===== src/design/wavhp_pkg.sv =====
// ----------------------------------------------------------------------------
// WAV header parser package
// Shared types and constants: parse phases, status codes and the result word.
// ----------------------------------------------------------------------------
package wavhp_pkg;

	// Little-endian magic words as they appear after four bytes are assembled.
	localparam logic [31:0] MagicRiff = 32'h4646_4952;
	localparam logic [31:0] MagicWave = 32'h4556_4157;
	localparam logic [31:0] MagicFmt  = 32'h2074_6D66;
	localparam logic [31:0] MagicFact = 32'h7463_6166;
	localparam logic [31:0] MagicData = 32'h6174_6164;

	// Largest fmt chunk body that is accepted.
	localparam logic [31:0] FmtBodyLen = 32'd16;

	// Reset value of the data length limit.
	localparam logic [31:0] MaxDataLenReset = 32'd65536;

	// Offset at which the chunk boundary limit sits below the RIFF size.
	localparam logic [31:0] RiffLimOffset = 32'd4;

	typedef enum logic [3:0] {
		PH_RIFF     = 4'd0,
		PH_SIZE     = 4'd1,
		PH_WAVE     = 4'd2,
		PH_CHUNK    = 4'd3,
		PH_FMTSIZE  = 4'd4,
		PH_FMT_A    = 4'd5,
		PH_RATE     = 4'd6,
		PH_AVG      = 4'd7,
		PH_FMT_B    = 4'd8,
		PH_DATASIZE = 4'd9
	} phase_t;

	typedef enum logic [2:0] {
		ST_OK       = 3'd0,
		ST_BAD_RIFF = 3'd1,
		ST_BAD_WAVE = 3'd2,
		ST_FMT_BIG  = 3'd3,
		ST_FACT     = 3'd4,
		ST_UNKNOWN  = 3'd5,
		ST_NO_DATA  = 3'd6
	} status_t;

	// One result word as it travels from the parser to the output buffer.
	typedef struct packed {
		status_t     status;
		logic [15:0] format_code;
		logic [15:0] channel_count;
		logic [31:0] sample_rate;
		logic [15:0] block_align;
		logic [15:0] bits_per_sample;
		logic [31:0] data_len;
		logic [31:0] data_offset;
		logic        truncated;
	} result_t;

endpackage


===== src/design/wavhp_parser.sv =====
// ----------------------------------------------------------------------------
// WAV header parser core
// Holds the parse state and consumes one byte per accepted word, producing
// at most one result word per file.
// ----------------------------------------------------------------------------
module wavhp_parser (
	input  logic                    clk,
	input  logic                    arst_n,
	input  logic                    accept,
	input  logic [7:0]              data_byte,
	input  logic                    start_of_file,
	input  logic [31:0]             max_len,
	output logic                    res_valid,
	output wavhp_pkg::result_t      res
);

	wavhp_pkg::phase_t phase_q, phase_eff, phase_nxt;
	logic        fin_q, fin_eff;
	logic [31:0] off_q, off_eff, off_nxt;
	logic [31:0] shift_q, shift_eff, shift_nxt;
	logic [1:0]  bif_q, bif_eff, bif_nxt;
	logic [31:0] lim_q, lim_eff, lim_nxt;
	logic        big_q, big_eff, big_nxt;
	logic [63:0] fields_q, fields_eff, fields_nxt;
	logic [31:0] rate_q, rate_eff, rate_nxt;
	logic [31:0] w;
	logic        word_done;
	logic        room;
	logic        trunc;

	// A start flag makes the byte see a freshly cleared parser.
	assign phase_eff  = start_of_file ? wavhp_pkg::PH_RIFF : phase_q;
	assign fin_eff    = start_of_file ? 1'b0 : fin_q;
	assign off_eff    = start_of_file ? '0 : off_q;
	assign shift_eff  = start_of_file ? '0 : shift_q;
	assign bif_eff    = start_of_file ? '0 : bif_q;
	assign lim_eff    = start_of_file ? ('0 - wavhp_pkg::RiffLimOffset) : lim_q;
	assign big_eff    = start_of_file ? 1'b0 : big_q;
	assign fields_eff = start_of_file ? '0 : fields_q;
	assign rate_eff   = start_of_file ? '0 : rate_q;

	// Byte assembly: new bytes enter at the top of the word.
	assign off_nxt   = off_eff + 32'd1;
	assign shift_nxt = {data_byte, shift_eff[31:8]};
	assign bif_nxt   = bif_eff + 2'd1;
	assign word_done = (bif_nxt == 2'd0);
	assign w         = shift_nxt;

	// A new chunk may start only while the offset is below the RIFF limit.
	assign room  = (off_nxt < lim_eff);
	assign trunc = (w > max_len);

	// Next state of the phase and of the captured header fields.
	always_comb begin
		phase_nxt  = phase_eff;
		lim_nxt    = lim_eff;
		big_nxt    = big_eff;
		fields_nxt = fields_eff;
		rate_nxt   = rate_eff;
		if (word_done) begin
			case (phase_eff)
				wavhp_pkg::PH_RIFF: phase_nxt = wavhp_pkg::PH_SIZE;
				wavhp_pkg::PH_SIZE: begin
					lim_nxt   = w - wavhp_pkg::RiffLimOffset;
					phase_nxt = wavhp_pkg::PH_WAVE;
				end
				wavhp_pkg::PH_WAVE: phase_nxt = wavhp_pkg::PH_CHUNK;
				wavhp_pkg::PH_CHUNK: begin
					if (w == wavhp_pkg::MagicFmt) begin
						phase_nxt = wavhp_pkg::PH_FMTSIZE;
					end else if (w == wavhp_pkg::MagicData) begin
						phase_nxt = wavhp_pkg::PH_DATASIZE;
					end
				end
				wavhp_pkg::PH_FMTSIZE: begin
					big_nxt   = (w > wavhp_pkg::FmtBodyLen);
					phase_nxt = wavhp_pkg::PH_FMT_A;
				end
				wavhp_pkg::PH_FMT_A: begin
					fields_nxt[31:0] = w;
					phase_nxt        = wavhp_pkg::PH_RATE;
				end
				wavhp_pkg::PH_RATE: begin
					rate_nxt  = w;
					phase_nxt = wavhp_pkg::PH_AVG;
				end
				wavhp_pkg::PH_AVG: phase_nxt = wavhp_pkg::PH_FMT_B;
				wavhp_pkg::PH_FMT_B: begin
					fields_nxt[63:32] = w;
					phase_nxt         = wavhp_pkg::PH_CHUNK;
				end
				default: phase_nxt = phase_eff;
			endcase
		end
	end

	// Result word: an error clears every field but the status.
	always_comb begin
		res_valid = 1'b0;
		res       = '0;
		res.status = wavhp_pkg::ST_OK;
		if (accept && !fin_eff && word_done) begin
			case (phase_eff)
				wavhp_pkg::PH_RIFF: begin
					if (w != wavhp_pkg::MagicRiff) begin
						res_valid  = 1'b1;
						res.status = wavhp_pkg::ST_BAD_RIFF;
					end
				end
				wavhp_pkg::PH_WAVE: begin
					if (w != wavhp_pkg::MagicWave) begin
						res_valid  = 1'b1;
						res.status = wavhp_pkg::ST_BAD_WAVE;
					end else if (!room) begin
						res_valid  = 1'b1;
						res.status = wavhp_pkg::ST_NO_DATA;
					end
				end
				wavhp_pkg::PH_CHUNK: begin
					if (w == wavhp_pkg::MagicFact) begin
						res_valid  = 1'b1;
						res.status = wavhp_pkg::ST_FACT;
					end else if (w != wavhp_pkg::MagicFmt && w != wavhp_pkg::MagicData) begin
						res_valid  = 1'b1;
						res.status = wavhp_pkg::ST_UNKNOWN;
					end
				end
				wavhp_pkg::PH_FMT_B: begin
					if (big_eff) begin
						res_valid  = 1'b1;
						res.status = wavhp_pkg::ST_FMT_BIG;
					end else if (!room) begin
						res_valid  = 1'b1;
						res.status = wavhp_pkg::ST_NO_DATA;
					end
				end
				wavhp_pkg::PH_DATASIZE: begin
					res_valid           = 1'b1;
					res.status          = wavhp_pkg::ST_OK;
					res.format_code     = fields_eff[15:0];
					res.channel_count   = fields_eff[31:16];
					res.sample_rate     = rate_eff;
					res.block_align     = fields_eff[47:32];
					res.bits_per_sample = fields_eff[63:48];
					res.data_len        = trunc ? max_len : w;
					res.data_offset     = off_nxt;
					res.truncated       = trunc;
				end
				wavhp_pkg::PH_SIZE, wavhp_pkg::PH_FMTSIZE, wavhp_pkg::PH_FMT_A,
				wavhp_pkg::PH_RATE, wavhp_pkg::PH_AVG: begin
					res_valid = 1'b0;
				end
				default: begin
					res_valid  = 1'b1;
					res.status = wavhp_pkg::ST_UNKNOWN;
				end
			endcase
		end
	end

	// Parse state: a finished file ignores bytes until the next start flag.
	always_ff @(posedge clk or negedge arst_n) begin
		if (!arst_n) begin
			phase_q  <= wavhp_pkg::PH_RIFF;
			fin_q    <= 1'b0;
			off_q    <= '0;
			shift_q  <= '0;
			bif_q    <= '0;
			lim_q    <= '0 - wavhp_pkg::RiffLimOffset;
			big_q    <= 1'b0;
			fields_q <= '0;
			rate_q   <= '0;
		end else if (accept && !fin_eff) begin
			phase_q  <= phase_nxt;
			fin_q    <= res_valid;
			off_q    <= off_nxt;
			shift_q  <= shift_nxt;
			bif_q    <= bif_nxt;
			lim_q    <= lim_nxt;
			big_q    <= big_nxt;
			fields_q <= fields_nxt;
			rate_q   <= rate_nxt;
		end
	end

endmodule


===== src/design/wavhp_out_buf.sv =====
// ----------------------------------------------------------------------------
// WAV header parser output buffer
// Output register backed by a skid register, so the parser keeps taking
// bytes while a result waits for the receiver.
// ----------------------------------------------------------------------------
module wavhp_out_buf (
	input  logic                    clk,
	input  logic                    arst_n,
	input  logic                    res_valid,
	input  wavhp_pkg::result_t      res,
	input  logic                    out_stall,
	output logic                    out_valid,
	output wavhp_pkg::result_t      out_res,
	output logic                    full
);

	logic               main_valid_q;
	wavhp_pkg::result_t main_q;
	logic               skid_valid_q;
	wavhp_pkg::result_t skid_q;
	logic               take;

	assign take      = main_valid_q && !out_stall;
	assign out_valid = main_valid_q;
	assign out_res   = main_q;
	assign full      = skid_valid_q;

	// Valid flags of the two slots.
	always_ff @(posedge clk or negedge arst_n) begin
		if (!arst_n) begin
			main_valid_q <= 1'b0;
			skid_valid_q <= 1'b0;
		end else if (skid_valid_q) begin
			if (take) begin
				skid_valid_q <= 1'b0;
			end
		end else if (res_valid) begin
			if (!main_valid_q || take) begin
				main_valid_q <= 1'b1;
			end else begin
				skid_valid_q <= 1'b1;
			end
		end else if (take) begin
			main_valid_q <= 1'b0;
		end
	end

	// Payload of the two slots.
	always_ff @(posedge clk) begin
		if (skid_valid_q) begin
			if (take) begin
				main_q <= skid_q;
			end
		end else if (res_valid) begin
			if (!main_valid_q || take) begin
				main_q <= res;
			end else begin
				skid_q <= res;
			end
		end
	end

endmodule


===== src/design/wav_header_parser.sv =====
// ----------------------------------------------------------------------------
// WAV header parser
// Parses the RIFF/WAVE header of a byte stream and reports the format
// fields, the data length and the offset of the first sample.
// ----------------------------------------------------------------------------
// Usage:
// The input channel (in_valid, in_stall) carries one file byte per word in
// data_byte; start_of_file marks the first byte of a new file and restarts
// the parser. The output channel (out_valid, out_stall) carries one result
// word per file, sent on the data size word or on the first error. Bytes
// after the result are dropped until the next start_of_file.
// A byte is taken every cycle while in_stall is low. The result that a byte
// completes is registered in the output buffer; the path is one level of
// compare and offset add between the parse state registers and that buffer.
// When the receiver stalls, the result is held and one more result can be
// parked in a skid register; in_stall rises only while that skid is full.
// cfg_we with cfg_wdata writes max_data_len, which clamps data_len.
// After reset the parser waits for a RIFF magic, no result is pending, and
// max_data_len is 65536.
// ----------------------------------------------------------------------------
module wav_header_parser (
	input  logic        clk,
	input  logic        arst_n,
	input  logic        in_valid,
	output logic        in_stall,
	input  logic [7:0]  data_byte,
	input  logic        start_of_file,
	output logic        out_valid,
	input  logic        out_stall,
	output logic [2:0]  status,
	output logic [15:0] format_code,
	output logic [15:0] channel_count,
	output logic [31:0] sample_rate,
	output logic [15:0] block_align,
	output logic [15:0] bits_per_sample,
	output logic [31:0] data_len,
	output logic [31:0] data_offset,
	output logic        truncated,
	input  logic        cfg_we,
	input  logic [31:0] cfg_wdata
);

	logic [31:0]        max_data_len_q;
	logic               accept;
	logic               res_valid;
	wavhp_pkg::result_t res;
	wavhp_pkg::result_t out_res;
	logic               full;

	// Data length limit register.
	always_ff @(posedge clk or negedge arst_n) begin
		if (!arst_n) begin
			max_data_len_q <= wavhp_pkg::MaxDataLenReset;
		end else if (cfg_we) begin
			max_data_len_q <= cfg_wdata;
		end
	end

	assign in_stall  = full;
	assign accept    = in_valid && !in_stall;

	wavhp_parser u_parser (
		.clk           (clk),
		.arst_n        (arst_n),
		.accept        (accept),
		.data_byte     (data_byte),
		.start_of_file (start_of_file),
		.max_len       (max_data_len_q),
		.res_valid     (res_valid),
		.res           (res)
	);

	wavhp_out_buf u_out_buf (
		.clk       (clk),
		.arst_n    (arst_n),
		.res_valid (res_valid),
		.res       (res),
		.out_stall (out_stall),
		.out_valid (out_valid),
		.out_res   (out_res),
		.full      (full)
	);

	// Result fields on the output ports.
	assign status          = out_res.status;
	assign format_code     = out_res.format_code;
	assign channel_count   = out_res.channel_count;
	assign sample_rate     = out_res.sample_rate;
	assign block_align     = out_res.block_align;
	assign bits_per_sample = out_res.bits_per_sample;
	assign data_len        = out_res.data_len;
	assign data_offset     = out_res.data_offset;
	assign truncated       = out_res.truncated;

	// The skid register is only used behind a full output register.
	a_skid_behind_main: assert property (@(posedge clk) disable iff (!arst_n)
		in_stall |-> out_valid)
		else $error("input stalled while output register is empty");

	// An error result carries nothing but its status.
	a_error_clean: assert property (@(posedge clk) disable iff (!arst_n)
		(out_valid && status != wavhp_pkg::ST_OK) |->
		(format_code == 16'd0 && data_len == 32'd0 && data_offset == 32'd0
		 && truncated == 1'b0))
		else $error("error result with nonzero fields");

	// A clamped length never exceeds the limit in force.
	a_trunc_limit: assert property (@(posedge clk) disable iff (!arst_n)
		(out_valid && truncated && $stable(max_data_len_q)) |->
		(data_len <= max_data_len_q))
		else $error("truncated length above limit");

endmodule

===== config.mk =====
export PLATFORM = sky130hd
export DESIGN_NAME = wav_header_parser
export DESIGN_NICKNAME = d
export VERILOG_FILES = /design/src/design/wavhp_pkg.sv /design/src/design/wavhp_parser.sv /design/src/design/wavhp_out_buf.sv /design/src/design/wav_header_parser.sv
export SDC_FILE = /design/constraint.sdc
export NUM_CORES = 1
export LEC_CHECK = 0
export BUFFER_PORTS_ARGS = -buffer_cell sky130_fd_sc_hd__buf_2
export CORE_UTILIZATION = 60
export DETAILED_ROUTE_END_ITERATION = 10
export GPL_TIMING_DRIVEN = 0
export HOLD_SLACK_MARGIN = 0.1
export PLACE_DENSITY = 0.8
export SLEW_MARGIN = 40
export SYNTH_ARGS = -nofsm -noshare
export SYNTH_HDL_FRONTEND = slang
export SYNTH_HIERARCHICAL = 1
export SYNTH_SLANG_ARGS = --single-unit
export TNS_END_PERCENT = 100

===== constraint.sdc =====
create_clock -name clk -period 36.2 [get_ports clk]
set_input_delay 7.24 -clock clk [delete_from_list [all_inputs] [get_ports clk]]
set_output_delay 7.24 -clock clk [all_outputs]
set_load 0.01 [all_outputs]

# Word level (Yosys, flattened, before mapping)
# Index checks and enable logic that the tools add are counted.
[op_classes]
addsub = 3
order_cmp = 3
n_eq_ne = 18
n_mux = 51
n_bitwise = 2
reduce_logical = 21
[op_table]
columns = ["op", "count"]
rows = [
  ["$mux 164", 5],
  ["$mux 32", 11],
  ["$mux 161", 1],
  ["$mux 64", 2],
  ["$ne 32x31->1 const B", 3],
  ["$eq 32x31->1 const B", 2],
  ["$add 32x1->32 const B", 1],
  ["$eq 32x30->1 const B", 1],
  ["$gt 32x32->1", 1],
  ["$gt 32x5->1 const B", 1],
  ["$lt 32x32->1", 1],
  ["$ne 32x30->1 const B", 1],
  ["$pmux 4 s8", 1],
  ["$sub 32x3->32 const B", 1],
  ["$mux 1", 19],
  ["$eq 4x3->1 const B", 4],
  ["$mux 4", 4],
  ["$mux 3", 5],
  ["$pmux 3 s5", 1],
  ["$reduce_and 3->1", 3],
  ["$eq 4x2->1 const B", 2],
  ["$eq 4x4->1 const B", 2],
  ["$reduce_bool 2->1", 3],
  ["$reduce_or 6->1", 1],
  ["14 further kinds", 22],
]
[word_totals]
reg_bits = 562
in_bits = 46
out_inout_bits = 166
wordCells = 128

# Logic depth before layout (Yosys ltp)
# Gate-level depths: netlist of the first run.
[depth]
word_depth = 10
ltp_mapped = 21
depth_no_buf = 17

# Cells and area by module
# Netlist of the first run, hierarchy kept.
[by_module_without_submodules]
columns = ["mod", "n_inst", "cells_per_inst", "area_each_um2", "seq_area_each_um2"]
rows = [
  ["wavhp_parser", 1, 1615, 13486.7, 4842.1],
  ["wavhp_out_buf", 1, 523, 12361.9, 9899.5],
  ["wav_header_parser", 1, 69, 1352.5, 802.0],
]

# Worst setup path before layout of the first run
# OpenSTA, ideal clock, no wires.
[synth_timing]
path_kind = "input to register"
from = "input port start_of_file"
to = "register u_out_buf.main_q (netlist bit u_out_buf/out_res[0]) (enable)"
setup_time_ns = 0.939
arrival_time_ns = 22.544
required_time_ns = 35.261
setup_slack_ns = 12.718
path_stages = 20
path_buffers = 4
cell_sequence = "buf_6 buf_2 clkbuf_1 clkbuf_1 nor2b_1 ha_1 nand4b_4 nor3_4 nand4_2 nor2_1 xnor2_1 nor2_1 ha_1 nand4_1 or4_1 a31oi_1 o31ai_1 nand2_1 nand2b_1 a21boi_0"
[synth_via]
elab_chain_cells = 9
elab_cells_between_ends = 40
cone_classes = "add/sub (2); order compare (1); eq/ne (13); mux (15); reduce/logical (9)"
[synth_rtl]
columns = ["element", "line", "source"]
rows = [
  ["start: declaration", "wav_header_parser.sv:27", "input logic start_of_file,"],
  ["$mux 32 *", "wavhp_parser.sv:34", "assign off_eff = start_of_file ? '0 : off_q;"],
  ["$add 32x1->32 *", "wavhp_parser.sv:43", "assign off_nxt = off_eff + 32'd1;"],
  ["named net u_parser.off_nxt[26]", "wavhp_parser.sv:19", "logic [31:0] off_q, off_eff, off_nxt;"],
  ["$lt 32x32->1 *", "wavhp_parser.sv:50", "assign room = (off_nxt < lim_eff);"],
  ["$mux 1 *", "wavhp_parser.sv:114, wavhp_parser.sv:132", ""],
  ["$mux 1 (on tied branches)", "wavhp_parser.sv:129, wavhp_parser.sv:111", ""],
  ["$pmux 1 s5 *", "wavhp_parser.sv:103", "case (phase_eff)"],
  ["$mux 1 *", "wavhp_parser.sv:102", "if (accept && !fin_eff && word_done) begin"],
  ["named net res_valid", "wav_header_parser.sv:45", "logic res_valid;"],
  ["$reduce_bool 2->1 (no line) *", "n/a", ""],
  ["$reduce_and 3->1 (no line) *", "n/a", ""],
  ["end signal: assignment", "wavhp_out_buf.sv:52", "main_q <= skid_q;"],
  ["end signal: assignment", "wavhp_out_buf.sv:56", "main_q <= res;"],
  ["end: declaration", "wavhp_out_buf.sv:18", "wavhp_pkg::result_t main_q;"],
]
# The timed path passes the listed nets; every way through them passes the cells marked *.
# A chain may end at the register's enable or synchronous reset.

# Worst setup path after layout of the first run
[layout_timing]
from = "input port start_of_file"
to = "register u_out_buf.main_q (netlist bit u_out_buf/out_res[23]) (enable)"
# Same word-level chain as after synthesis.

==> reports/qor.csv, run 1 <==
stage;metric;value;unit
run_status;outcome;completed;
clock_tree;cts.clk_slew.worst_paths;0.06;ns
detailed_routing;drtIter0Drc;1944;
detailed_routing;wl_per_cell;24.6;µm
synth;synth-xor-area-share;1.38;%
final_layout;syn_to_final_growth;15.0;%
worst_setup_path;cp_max_fo;20;
global_route;grt_pass1_vias;19500;
worst_setup_path;cpMaxStageDelayCell;or4_1;
synth;yosys.area_share.simple;12.8;%
worst_setup_path;ff2ff_path_depth;21;
synth;synthMuxAreaShare;10.3;%
sta;fmax;70.8;MHz
synth;synth-edff-count;328;
synth;synth_cell_types;94;
synth;yosysTopAreaCell;edfxtp_1;
floorplan;core_area;44500;µm²
global_route;antenna_found_initial;6;
sta;finalClockSkew;0.0159;ns
synth;synth_top_family_by_area;simple AND/OR/NAND/NOR gates;
worst_setup_path;worstReg2RegStart;u_parser/off_q[0]$_DFFE_PN0P_;
floorplan;die-area;46200;µm²
power_and_ir_drop;vdd_drop_max;46.3;µV
hold_path;min_path_cells;2;
global_route;grt.overflow.total;0;
worst_setup_path;crit_required;36.51;ns
synth;synth_area;27200;µm²
synth;synthArstFlopShare;40.8;%
clock_tree;clkLatencyLatePin;0.61;ns
floorplan;fp-row-count;77;
sta;rsz0062_at_grt;false;
clock_tree;hold_buffers;0;
sta;min_period_over_period;39.0;%
worst_setup_path;cpLargestDelayFamily;simple AND/OR/NAND/NOR gates;
synth;syn_area_per_cell;12.3;µm²
clock_tree;htree_levels;2;
worst_setup_path;setup.worst_path.class;in -> reg;
sta;period_needed;14.13;ns
detailed_routing;ant_nets;0;
worst_setup_path;endpoint_kind;flip-flop;
synth;yosys-top-cells-area;edfxtp_1, dfrtp_1, mux2_4;
floorplan;io_pins;212;
worst_setup_path;cp-start-kind;input pin;
final_layout;nFillCells;3058;
final_layout;fin_util;70.3;%
floorplan;die_x;215;µm
global_route;grt_pass1_wl;117000;µm
detailed_routing;vias;19600;
clock_tree;ctsResizeCount;0;
sta;hold_violations;0;
clock_tree;postCtsSetupRepairBufs;0;
place;dp_hpwl;55500;µm
place;gp_congestion;0.944;
power_and_ir_drop;p_leak;12.8;nW
synth;ys_ff_latch;554;
hold_path;worstHoldPathType;reg -> reg;
floorplan;start_util;61.1;%
place;postPlaceCellArea;29500;µm²
global_route;grt.total_usage;33.4;%
worst_setup_path;rrSetupSlack;29.67;ns
final_layout;drive_above_1_share;25.5;%
worst_setup_path;crit_path_frequent_cell;buf_8;
synth;synth_warnings;6;
synth;seq_area_frac_synth;57.1;%
detailed_routing;drc_errors;0;
synth;synthAdderAreaFrac;3.13;%
final_layout;final_nets;2609;
synth;syn_nets;2321;
sta;drv_slew;0;
synth;synthCells;2207;
sta;worstMarginPinSlew;0.930;ns
final_layout;design_area;31300;µm²
clock_tree;clk_path_buf_depth;3;
run;max_cap_violations;0;
clock_tree;clock_sinks;554;
synth;synth-compound-area-share;11.1;%
sta;setup_viol;0;
synth;synth_top_area_share;36.2;%
detailed_routing;first_pass_iters;6;
worst_setup_path;rr_endpoint;u_out_buf/out_res[23]$_DFFE_PP_;
global_route;grt_max_degree;73;
worst_setup_path;arrival;14.44;ns
hold_path;hold_start;u_parser/bif_q[0]$_DFFE_PN0P_;
clock_tree;cts_tree;yes;
power_and_ir_drop;power_density;44.8;nW/µm²
detailed_routing;wirelength;77200;µm
hold_path;hold_end;u_parser/bif_q[0]$_DFFE_PN0P_;
clock_tree;numCtsBuffers;53;
detailed_routing;via_per_inst;6.26;
sta;slew_headroom;38.0;%
sta;setup_tns;0;ns
worst_setup_path;path_buf_inv;10;
worst_setup_path;crit_path_max_incr_delay;0.62;ns
floorplan;die_h;215;µm
clock_tree;cts_root_buf;clkbuf_16;
synth;synth-main-ff-cell;edfxtp_1;
place;io_buffers;210;
==> routing by layer <==
layer | vias to the layer above | track usage [%] | routed length, µm
met3 | 198 | 5.49 | 6030
met4 | 4 | 15.1 | 3650
met5 | - | 0 | 43
met2 | 932 | 53.0 | 35500
met1 | 9761 | 45.5 | 31900
li1 | 8724 | - | -
==> state kept, by name, summed over array words and instances (netlist names), 2 cells and up <==
signal	count
u_parser/off_q	32
u_parser/bif_q	2
u_parser/lim_q	32
u_out_buf/out_res	164
u_parser/shift_q	24
u_parser/phase_q	4
u_parser/fields_q	64
max_data_len_q	32
u_out_buf/skid_q	164
u_parser/rate_q	32
==> cells by family (layout without fill, tap and decap cells) <==
group	count (synthesis)	in the layout
compound gates	430	430
xor+xnor	43	43
fa+ha+maj	68	68
buf+inv	233	566
flops	554	554
mux	206	206
other cells	0	3
simple gates	673	673
==> worst min-delay path: stages (launching register included) <==
cell	delay, ns
dfrtp_1	0.34
nand2_1	0.05
o21ai_0	0.06
==> synthesized netlist by cell type (all sizes together), types with 13 or more instances <==
| cell | number |
|---|---|
| edfxtp | 328 |
| nand2 | 221 |
| mux2 | 196 |
| dfrtp | 195 |
| nor2 | 132 |
| o21ai | 118 |
| and2 | 109 |
| clkbuf | 83 |
| inv | 77 |
| buf | 73 |
| ha | 68 |
| a21oi | 65 |
| nor3 | 55 |
| a22oi | 51 |
| a22o | 48 |
| nand3 | 33 |
| a311o | 32 |
| dfstp | 31 |
| xnor2 | 30 |
| o32ai | 27 |
| nand4 | 22 |
| o22ai | 22 |
| nor4 | 20 |
| nor2b | 15 |
| xor2 | 13 |
==> stage by stage <==
| stage | setup WS [ns] | total power [mW] | hold WS [ns] | instances |
|---|---|---|---|---|
| after floorplan | 12.72 | 0.789 | 0.438 | 2207 |
| after global placement | 6.71 | 0.838 | 0.450 | 3009 |
| after detailed placement | 21.50 | 0.841 | 0.470 | 3031 |
| after CTS | 22.11 | 1.41 | 0.487 | 3131 |
| after global routing | 21.85 | 1.44 | 0.499 | 3133 |
| final | 22.07 | 1.40 | 0.488 | 3135 |
==> report_power, final <==
group / internal [mW] / switching, mW
logic: 0.0474 / 0.0919
registers: 0.682 / 0.0123
clock network: 0.328 / 0.241
==> worst max path at each step <==
stage / depth (start not counted) / end / slack [ns] / startpoint
2_1_floorplan: 20 / u_out_buf/out_res[0]$_DFFE_PP_ / 12.72 / start_of_file
4_1_cts: 26 / u_out_buf/out_res[17]$_DFFE_PP_ / 22.11 / start_of_file
3_5_place_dp: 26 / u_out_buf/out_res[11]$_DFFE_PP_ / 21.50 / start_of_file
5_1_grt: 26 / u_out_buf/out_res[19]$_DFFE_PP_ / 21.85 / start_of_file
6_report: 26 / u_out_buf/out_res[23]$_DFFE_PP_ / 22.07 / start_of_file
3_3_place_gp: 21 / u_out_buf/out_res[11]$_DFFE_PP_ / 6.71 / start_of_file
==> final cells by class <==
type / count / area [µm²] / area share [%]
Clock inverter: 25 / 283 / 0.904
Inverter: 77 / 289 / 0.924
Clock buffer: 75 / 1510 / 4.83
Timing Repair Buffer: 233 / 1510 / 4.82
Antenna cell: 3 / 7.51 / 0.0240
Sequential cell: 554 / 15500 / 49.7
Buffer: 156 / 837 / 2.68
Multi-Input combinational cell: 1420 / 10600 / 33.8
Tap cell: 592 / 741 / 2.37
==> placed cells by master, fill, tap and decap left out, types with 8 or more instances in the layout <==
cell type  count
o32ai_1       26
a31oi_1        8
mux2_4       131
clkbuf_1      93
xnor2_1       30
clkbuf_8       8
xor2_1        13
and2_1       108
nor2b_1       14
clkbuf_16     54
buf_6         20
inv_1         77
and3_1        10
nor3_1        50
nand2_1      220
a21oi_1       65
a22oi_1       51
o22ai_1       22
o21ai_0      113
buf_2        241
ha_1          68
nand4_1       20
a22o_1        48
mux2i_1       10
edfxtp_1     328
nor2_1       130
buf_16         9
nand3_1       32
mux2_2        65
nand2b_1      10
nor4_1        13
buf_1         14
a311o_1       32
dfstp_2       31
dfrtp_1      195
buf_8         13
(Power assumes the default switching activity.)
==> inputs of run 2 (changes only) <==
--- a/config.mk
+++ b/config.mk
@@ -6,11 +6,11 @@
 export NUM_CORES = 1
 export LEC_CHECK = 0
 export BUFFER_PORTS_ARGS = -buffer_cell sky130_fd_sc_hd__buf_2
-export CORE_UTILIZATION = 60
+export CORE_UTILIZATION = 55
 export DETAILED_ROUTE_END_ITERATION = 10
 export GPL_TIMING_DRIVEN = 0
 export HOLD_SLACK_MARGIN = 0.1
-export PLACE_DENSITY = 0.8
+export PLACE_DENSITY = 0.77
 export SLEW_MARGIN = 40
 export SYNTH_ARGS = -nofsm -noshare
 export SYNTH_HDL_FRONTEND = slang
==> constraint.sdc (replaced) <==
create_clock -name clk -period 12.4 [get_ports clk]
set_input_delay 2.48 -clock clk [delete_from_list [all_inputs] [get_ports clk]]
set_output_delay 2.48 -clock clk [all_outputs]
set_load 0.01 [all_outputs]
==> run 2 against run 1 <==
Compared with the run above: the run now ends with design-rule violations left; die area up 9.0%; global-route usage down 3.2 points; setup slack worse by 19 ns; core utilization down 5.7 points; hold slack worse by 0.0081 ns; register-to-register slack worse by 24 ns; critical path type unchanged; clock skew down 0.0020 ns; largest power group unchanged; count of clock-buffer cells in the layout down 6.
==> reports/qor.csv, run 2 (synthesis results as in run 1) <==
stage;metric;value;unit
run_status;outcome;finished, violations left;
run_status;violations;design-rule violations;
clock_tree;cts_root_buf;clkbuf_16;
final_layout;final_nets;2610;
clock_tree;numCtsBuffers;55;
worst_setup_path;cp.depth;27;
clock_tree;postCtsSetupRepairBufs;0;
sta;setup_tns;0;ns
clock_tree;clkLatencyLatePin;0.63;ns
worst_setup_path;arrival;9.93;ns
sta;fmax;104;MHz
sta;setup_viol;0;
sta;worstMarginPinSlew;0.959;ns
final_layout;design_area;31500;µm²
sta;drv_slew;0;
power_and_ir_drop;power_density;134;nW/µm²
global_route;antenna_found_initial;3;
clock_tree;cts_tree;yes;
floorplan;start_util;55.7;%
hold_path;worstHoldPathType;reg -> reg;
final_layout;syn_to_final_growth;16.0;%
floorplan;core_area;48800;µm²
detailed_routing;ant_nets;0;
sta;period_needed;9.60;ns
floorplan;io_pins;212;
global_route;grt_max_degree;72;
floorplan;die_h;224;µm
place;gp_congestion;0.937;
clock_tree;cts.clk_slew.worst_paths;0.06;ns
worst_setup_path;endpoint_kind;flip-flop;
global_route;grt_pass1_vias;19300;
clock_tree;htree_levels;2;
sta;finalClockSkew;0.0138;ns
power_and_ir_drop;power;4.23;mW
worst_setup_path;cp-start-kind;input pin;
place;placed_cells;3103;
worst_setup_path;setup.worst_path.class;in -> reg;
floorplan;die_x;224;µm
detailed_routing;wl_per_cell;23.9;µm
sta;hold_violations;0;
clock_tree;clk_path_buf_depth;3;
detailed_routing;vias;19600;
worst_setup_path;cp_max_fo;21;
place;io_buffers;210;
floorplan;die-area;50400;µm²
final_layout;nFillCells;3739;
sta;rsz0062_at_grt;false;
run;max_cap_violations;0;
worst_setup_path;crit_path_max_incr_delay;0.75;ns
worst_setup_path;cpLargestDelayFamily;buffers and inverters;
final_layout;layout_commonest_cell;edfxtp_1;
detailed_routing;first_pass_iters;9;
place;dp_hpwl;54700;µm
detailed_routing;drtIter0Drc;1970;
detailed_routing;via_per_inst;6.12;
place;place_ws;2.41;ns
final_layout;drive_above_1_share;25.6;%
hold_path;min_path_cells;2;
clock_tree;clock_sinks;554;
worst_setup_path;cpMaxStageDelayCell;clkbuf_1;
global_route;grt.overflow.total;0;
floorplan;fp-row-count;81;
worst_setup_path;ff2ff_path_depth;22;
final_layout;final_cell_mix;edfxtp_1, buf_2, nand2_1, dfrtp_1, mux2_4;
place;postPlaceCellArea;29600;µm²
final_layout;stdcell_count;3210;
sta;timing.final.ws_setup;2.80;ns
global_route;grt_pass1_wl;114000;µm
sta;min_period_over_period;77.4;%
clock_tree;hold_buffers;0;
worst_setup_path;crit_path_frequent_cell;buf_16;
power_and_ir_drop;vdd_drop_max;110;µV
worst_setup_path;path_buf_inv;11;
global_route;grt.total_usage;30.3;%
clock_tree;ctsResizeCount;0;
worst_setup_path;crit_required;12.73;ns
power_and_ir_drop;p_leak;12.9;nW
detailed_routing;wirelength;76600;µm
sta;slew_headroom;36.1;%
detailed_routing;drc_errors;4;
==> run 2: cell count changes in the layout (fill, tap and decap cells not counted), sizes merged <==
cell      before  now
clkinvlp       2    5
clkbuf       159  152
clkinv        16   20
bufinv         5    9
inv           79   78
==> run 2: per-layer routing <==
layer / up-vias / track usage (%) / share of wire, %
li1: 8723 / - / -
met1: 9742 / 41.0 / 41
met2: 964 / 48.0 / 46
met3: 208 / 6.13 / 8.8
met4: 4 / 12.0 / 4.1
met5: - / 0 / 0.039
==> run 2: area by class of cell <==
class / instances / area (µm²) / share of cell area [%]
diodes: 3 / 7.51 / 0.0238
plain buffers: 156 / 835 / 2.65
clock buffers: 69 / 1500 / 4.76
clock inverters: 35 / 474 / 1.50
inverters: 77 / 289 / 0.916
multi-input cells: 1420 / 10600 / 33.5
flip-flops and latches: 554 / 15500 / 49.3
well taps: 664 / 831 / 2.63
repair buffers: 232 / 1500 / 4.76
==> run 2: power breakdown <==
group / switching [mW] / internal [mW] / total (mW) / leakage, nW
sequential: 0.0381 / 1.99 / 2.03 / 6.03
clock: 0.738 / 1.05 / 1.79 / 0.946
combinational: 0.270 / 0.137 / 0.407 / 5.91
total: 1.05 / 3.18 / 4.23 / 12.9
==> run 2: worst register-to-register path: cells and delay by family, from the launching register on <==
| kind | cells | cell delay (ns) |
|---|---|---|
| compound gates | 2 | 0.81 |
| xor+xnor | 1 | 0.22 |
| fa+ha+maj | 2 | 0.61 |
| buf+inv | 6 | 1.18 |
| flops | 1 | 0.40 |
| simple gates | 11 | 3.02 |
==> run 2: worst paths after layout <==
path                                                endpoint                          start  slack, ns
min in group asynchronous  u_parser/fields_q[61]$_DFFE_PN0P_                         arst_n       1.75
setup reg to reg              u_out_buf/skid_q[15]$_DFFE_PP_  u_parser/off_q[0]$_DFFE_PN0P_       5.90
hold reg to reg                u_parser/bif_q[1]$_DFFE_PN0P_  u_parser/bif_q[1]$_DFFE_PN0P_       0.48
hold / removal                 u_parser/bif_q[1]$_DFFE_PN0P_  u_parser/bif_q[1]$_DFFE_PN0P_       0.48
setup / recovery              u_out_buf/skid_q[15]$_DFFE_PP_                  start_of_file       2.80
max in group asynchronous      u_parser/lim_q[5]$_DFFE_PN1P_                         arst_n       9.64
==> run 2: metrics by stage <==
stage | utilization, % | hold slack, ns
after floorplan | - | 0.438
after global placement | 59.5 | 0.455
after detailed placement | 60.5 | 0.462
after CTS | 64.5 | 0.479
after global routing | 64.6 | 0.506
final | 64.6 | 0.480
==> inputs of run 3 (changes only) <==
--- a/config.mk
+++ b/config.mk
@@ -5,12 +5,13 @@
 export SDC_FILE = /design/constraint.sdc
 export NUM_CORES = 1
 export LEC_CHECK = 0
+export ABC_AREA = 1
 export BUFFER_PORTS_ARGS = -buffer_cell sky130_fd_sc_hd__buf_2
-export CORE_UTILIZATION = 55
+export CORE_UTILIZATION = 60
 export DETAILED_ROUTE_END_ITERATION = 10
 export GPL_TIMING_DRIVEN = 0
 export HOLD_SLACK_MARGIN = 0.1
-export PLACE_DENSITY = 0.77
+export PLACE_DENSITY = 0.8
 export SLEW_MARGIN = 40
 export SYNTH_ARGS = -nofsm -noshare
 export SYNTH_HDL_FRONTEND = slang
==> constraint.sdc (replaced) <==
create_clock -name clk -period 9.2 [get_ports clk]
set_input_delay 1.84 -clock clk [delete_from_list [all_inputs] [get_ports clk]]
set_output_delay 1.84 -clock clk [all_outputs]
set_load 0.01 [all_outputs]
==> run 3 against run 2 <==
Compared with the run above: core utilization up 4.8 points; critical path type unchanged; non-clock buffer count up 5; global-route usage up 6.4 points; largest cell class unchanged; power up 35%; clock power up 28%; die area down 7.0%; largest power group unchanged; count of clock-buffer cells in the layout up 10; first-iteration DRC count up 35%; the run now ends clean; register-to-register slack worse by 2.1 ns; combinational power up 55%; sequential power up 38%.
==> reports/qor.csv, run 3 <==
stage;metric;value;unit
final_layout;seq_area;15500;µm²
floorplan;fp-row-count;78;
synth;syn_nets;3212;
sta;fmax;130;MHz
final_layout;multiInputGateArea;9990;µm²
synth;netlist_top_cells_count;nand2_1, edfxtp_1, nor2_1;
synth;synth-main-ff-cell;edfxtp_1;
detailed_routing;wl_per_cell;21.4;µm
synth;yosysTopAreaCell;edfxtp_1;
global_route;antenna_found_initial;2;
sta;rsz0062_at_grt;false;
sta;slew_headroom;38.9;%
clock_tree;cts_root_buf;clkbuf_16;
clock_tree;cts.clk_slew.worst_paths;0.07;ns
sta;worstMarginPinSlew;0.917;ns
hold_path;min_path_cells;2;
detailed_routing;wirelength;85900;µm
power_and_ir_drop;vdd_drop_max;192;µV
floorplan;start_util;60.7;%
synth;seq_area_frac_synth;56.4;%
detailed_routing;drtIter0Drc;2651;
detailed_routing;drc_errors;0;
worst_setup_path;cp-start-kind;input pin;
detailed_routing;first_pass_iters;6;
synth;synthArstFlopShare;40.8;%
synth;yosys-top-cells-area;edfxtp_1, dfrtp_1, nand2_1;
synth;synth_top_area_share;35.7;%
floorplan;die_x;216;µm
sta;hold_violations;0;
synth;synth_area;27600;µm²
clock_tree;cts_tree;yes;
synth;synth_cell_types;51;
floorplan;die-area;46800;µm²
worst_setup_path;crit_required;9.47;ns
final_layout;nFillCells;3489;
global_route;grt.overflow.total;0;
final_layout;layout_commonest_cell;nand2_1;
final_layout;diodes;0;
clock_tree;hold_buffers;0;
clock_tree;htree_levels;2;
floorplan;core_area;45400;µm²
power_and_ir_drop;power;5.71;mW
hold_path;hold_start;u_parser/lim_q[14]$_DFFE_PN1P_;
global_route;grt_max_degree;88;
synth;synth-edff-count;328;
floorplan;die_h;216;µm
worst_setup_path;cpMaxStageDelayCell;clkbuf_1;
sta;period_needed;7.70;ns
worst_setup_path;ff2ff_path_depth;24;
clock_tree;clock_sinks;554;
place;io_buffers;209;
final_layout;drive_above_1_share;14.0;%
hold_path;worstHoldPathType;reg -> reg;
global_route;grt_pass1_wl;130000;µm
clock_tree;postCtsSetupRepairBufs;0;
synth;ys_ff_latch;554;
place;gp_congestion;0.989;
final_layout;syn_to_final_growth;14.2;%
sta;finalClockSkew;0.0374;ns
final_layout;final_cell_mix;nand2_1, edfxtp_1, nor2_1, inv_1, buf_2;
detailed_routing;ant_nets;0;
sta;setup_viol;0;
worst_setup_path;crit_path_max_incr_delay;0.62;ns
worst_setup_path;endpoint_kind;flip-flop;
clock_tree;clkLatencyLatePin;0.64;ns
worst_setup_path;crit_path_frequent_cell;nand2_1;
detailed_routing;via_per_inst;5.88;
worst_setup_path;cp_max_fo;87;
final_layout;fin_util;69.4;%
sta;min_period_over_period;83.7;%
synth;syn_area_per_cell;8.90;µm²
clock_tree;clk_path_buf_depth;3;
place;dp_hpwl;62600;µm
worst_setup_path;rrSetupSlack;3.77;ns
global_route;grt_pass1_vias;23000;
synth;synthCells;3098;
power_and_ir_drop;p_leak;13.7;nW
final_layout;final_nets;3490;
worst_setup_path;arrival;7.97;ns
worst_setup_path;worstReg2RegStart;u_parser/off_q[0]$_DFFE_PN0P_;
run_status;outcome;completed;
hold_path;hold_end;u_parser/lim_q[14]$_DFFE_PN1P_;
worst_setup_path;rr_endpoint;u_out_buf/skid_q[63]$_DFFE_PP_;
floorplan;io_pins;212;
clock_tree;ctsResizeCount;0;
detailed_routing;vias;23700;
clock_tree;numCtsBuffers;55;
global_route;grt.total_usage;36.7;%
synth;yosysMostFrequentCell;nand2_1;
synth;synth_warnings;6;
power_and_ir_drop;power_density;181;nW/µm²
run;max_cap_violations;0;
sta;drv_slew;0;
worst_setup_path;setup.worst_path.class;in -> reg;
run 3: changes by cell type after synthesis, moves of 49 or more:
cell and change:
a22oi_1 -49, mux2_4 -131, o21ai_0 +111, nor2_1 +139
inv_1 +181, a21oi_1 +97, mux2_2 -65, and2_1 -106
nand2_1 +750
run 3: per-stage QoR:
stage / cells / TNS, ns / setup WS [ns] / hold WS [ns] / area (µm²)
finish: 4023 / 0 / 1.50 / 0.470 / 31500
global route: 4023 / 0 / 1.24 / 0.481 / 31500
CTS: 4023 / 0 / 1.66 / 0.468 / 31500
detailed placement: 3919 / 0 / 1.03 / 0.457 / 29700
global placement: 3907 / -546.07 / -2.43 / 0.456 / 29400
floorplan: 3098 / 0 / 0.487 / 0.447 / 27600
run 3: metal layers:
metal	GRT usage, %	vias to the layer above	wire length [µm]
li1	-	10800	-
met1	47.2	11400	33800
met2	61.2	1152	41600
met3	5.77	251	6490
met4	16.9	0	3970
met5	0	-	0
run 3: power by group:
| part | total [mW] | leakage [nW] | switching, mW | internal (mW) |
|---|---|---|---|---|
| registers | 2.80 | 5.58 | 0.0593 | 2.74 |
| logic | 0.629 | 7.18 | 0.446 | 0.183 |
| clock network | 2.29 | 0.893 | 0.984 | 1.30 |
run 3: area by class of cell:
| cell class | count | share of cell area [%] |
|---|---|---|
| clock inverter | 25 | 0.930 |
| clock buffer | 79 | 4.85 |
| buffer | 172 | 3.21 |
| sequential | 554 | 49.4 |
| multi-input combinational | 2098 | 31.7 |
| tap | 600 | 2.38 |
| inverter | 274 | 3.32 |
| timing repair buffer | 221 | 4.24 |
run 3: kinds of logic (layout without fill, tap and decap cells):
kind of cell	after synthesis	in the layout	synth area share, %
AOI/OAI and AO/OA	517	517	10.2
buffers and inverters	446	771	7.41
xor gates and xnor gates	29	29	0.921
DFF	554	554	56.4
adders and majority gates	68	68	3.09
and+or+nand+nor	1484	1484	21.9
run 3: how the worst max path moves through the flow:
| stage | end | slack, ns | start |
|---|---|---|---|
| 3_3_place_gp | u_out_buf/skid_q[63]$_DFFE_PP_ | -2.43 | start_of_file |
| 4_1_cts | u_out_buf/out_res[63]$_DFFE_PP_ | 1.66 | start_of_file |
| 2_1_floorplan | u_out_buf/skid_q[0]$_DFFE_PP_ | 0.49 | start_of_file |
| 3_5_place_dp | u_out_buf/skid_q[64]$_DFFE_PP_ | 1.03 | start_of_file |
| 6_report | u_out_buf/skid_q[63]$_DFFE_PP_ | 1.50 | start_of_file |
| 5_1_grt | u_out_buf/skid_q[57]$_DFFE_PP_ | 1.24 | start_of_file |
run 3: worst max-delay path, delay by kind of cell:
family / cells / cell delay [ns]
buf+inv: 10 / 2.91
simple gates: 15 / 2.08
fa+ha+maj: 2 / 0.64
xor+xnor: 1 / 0.36
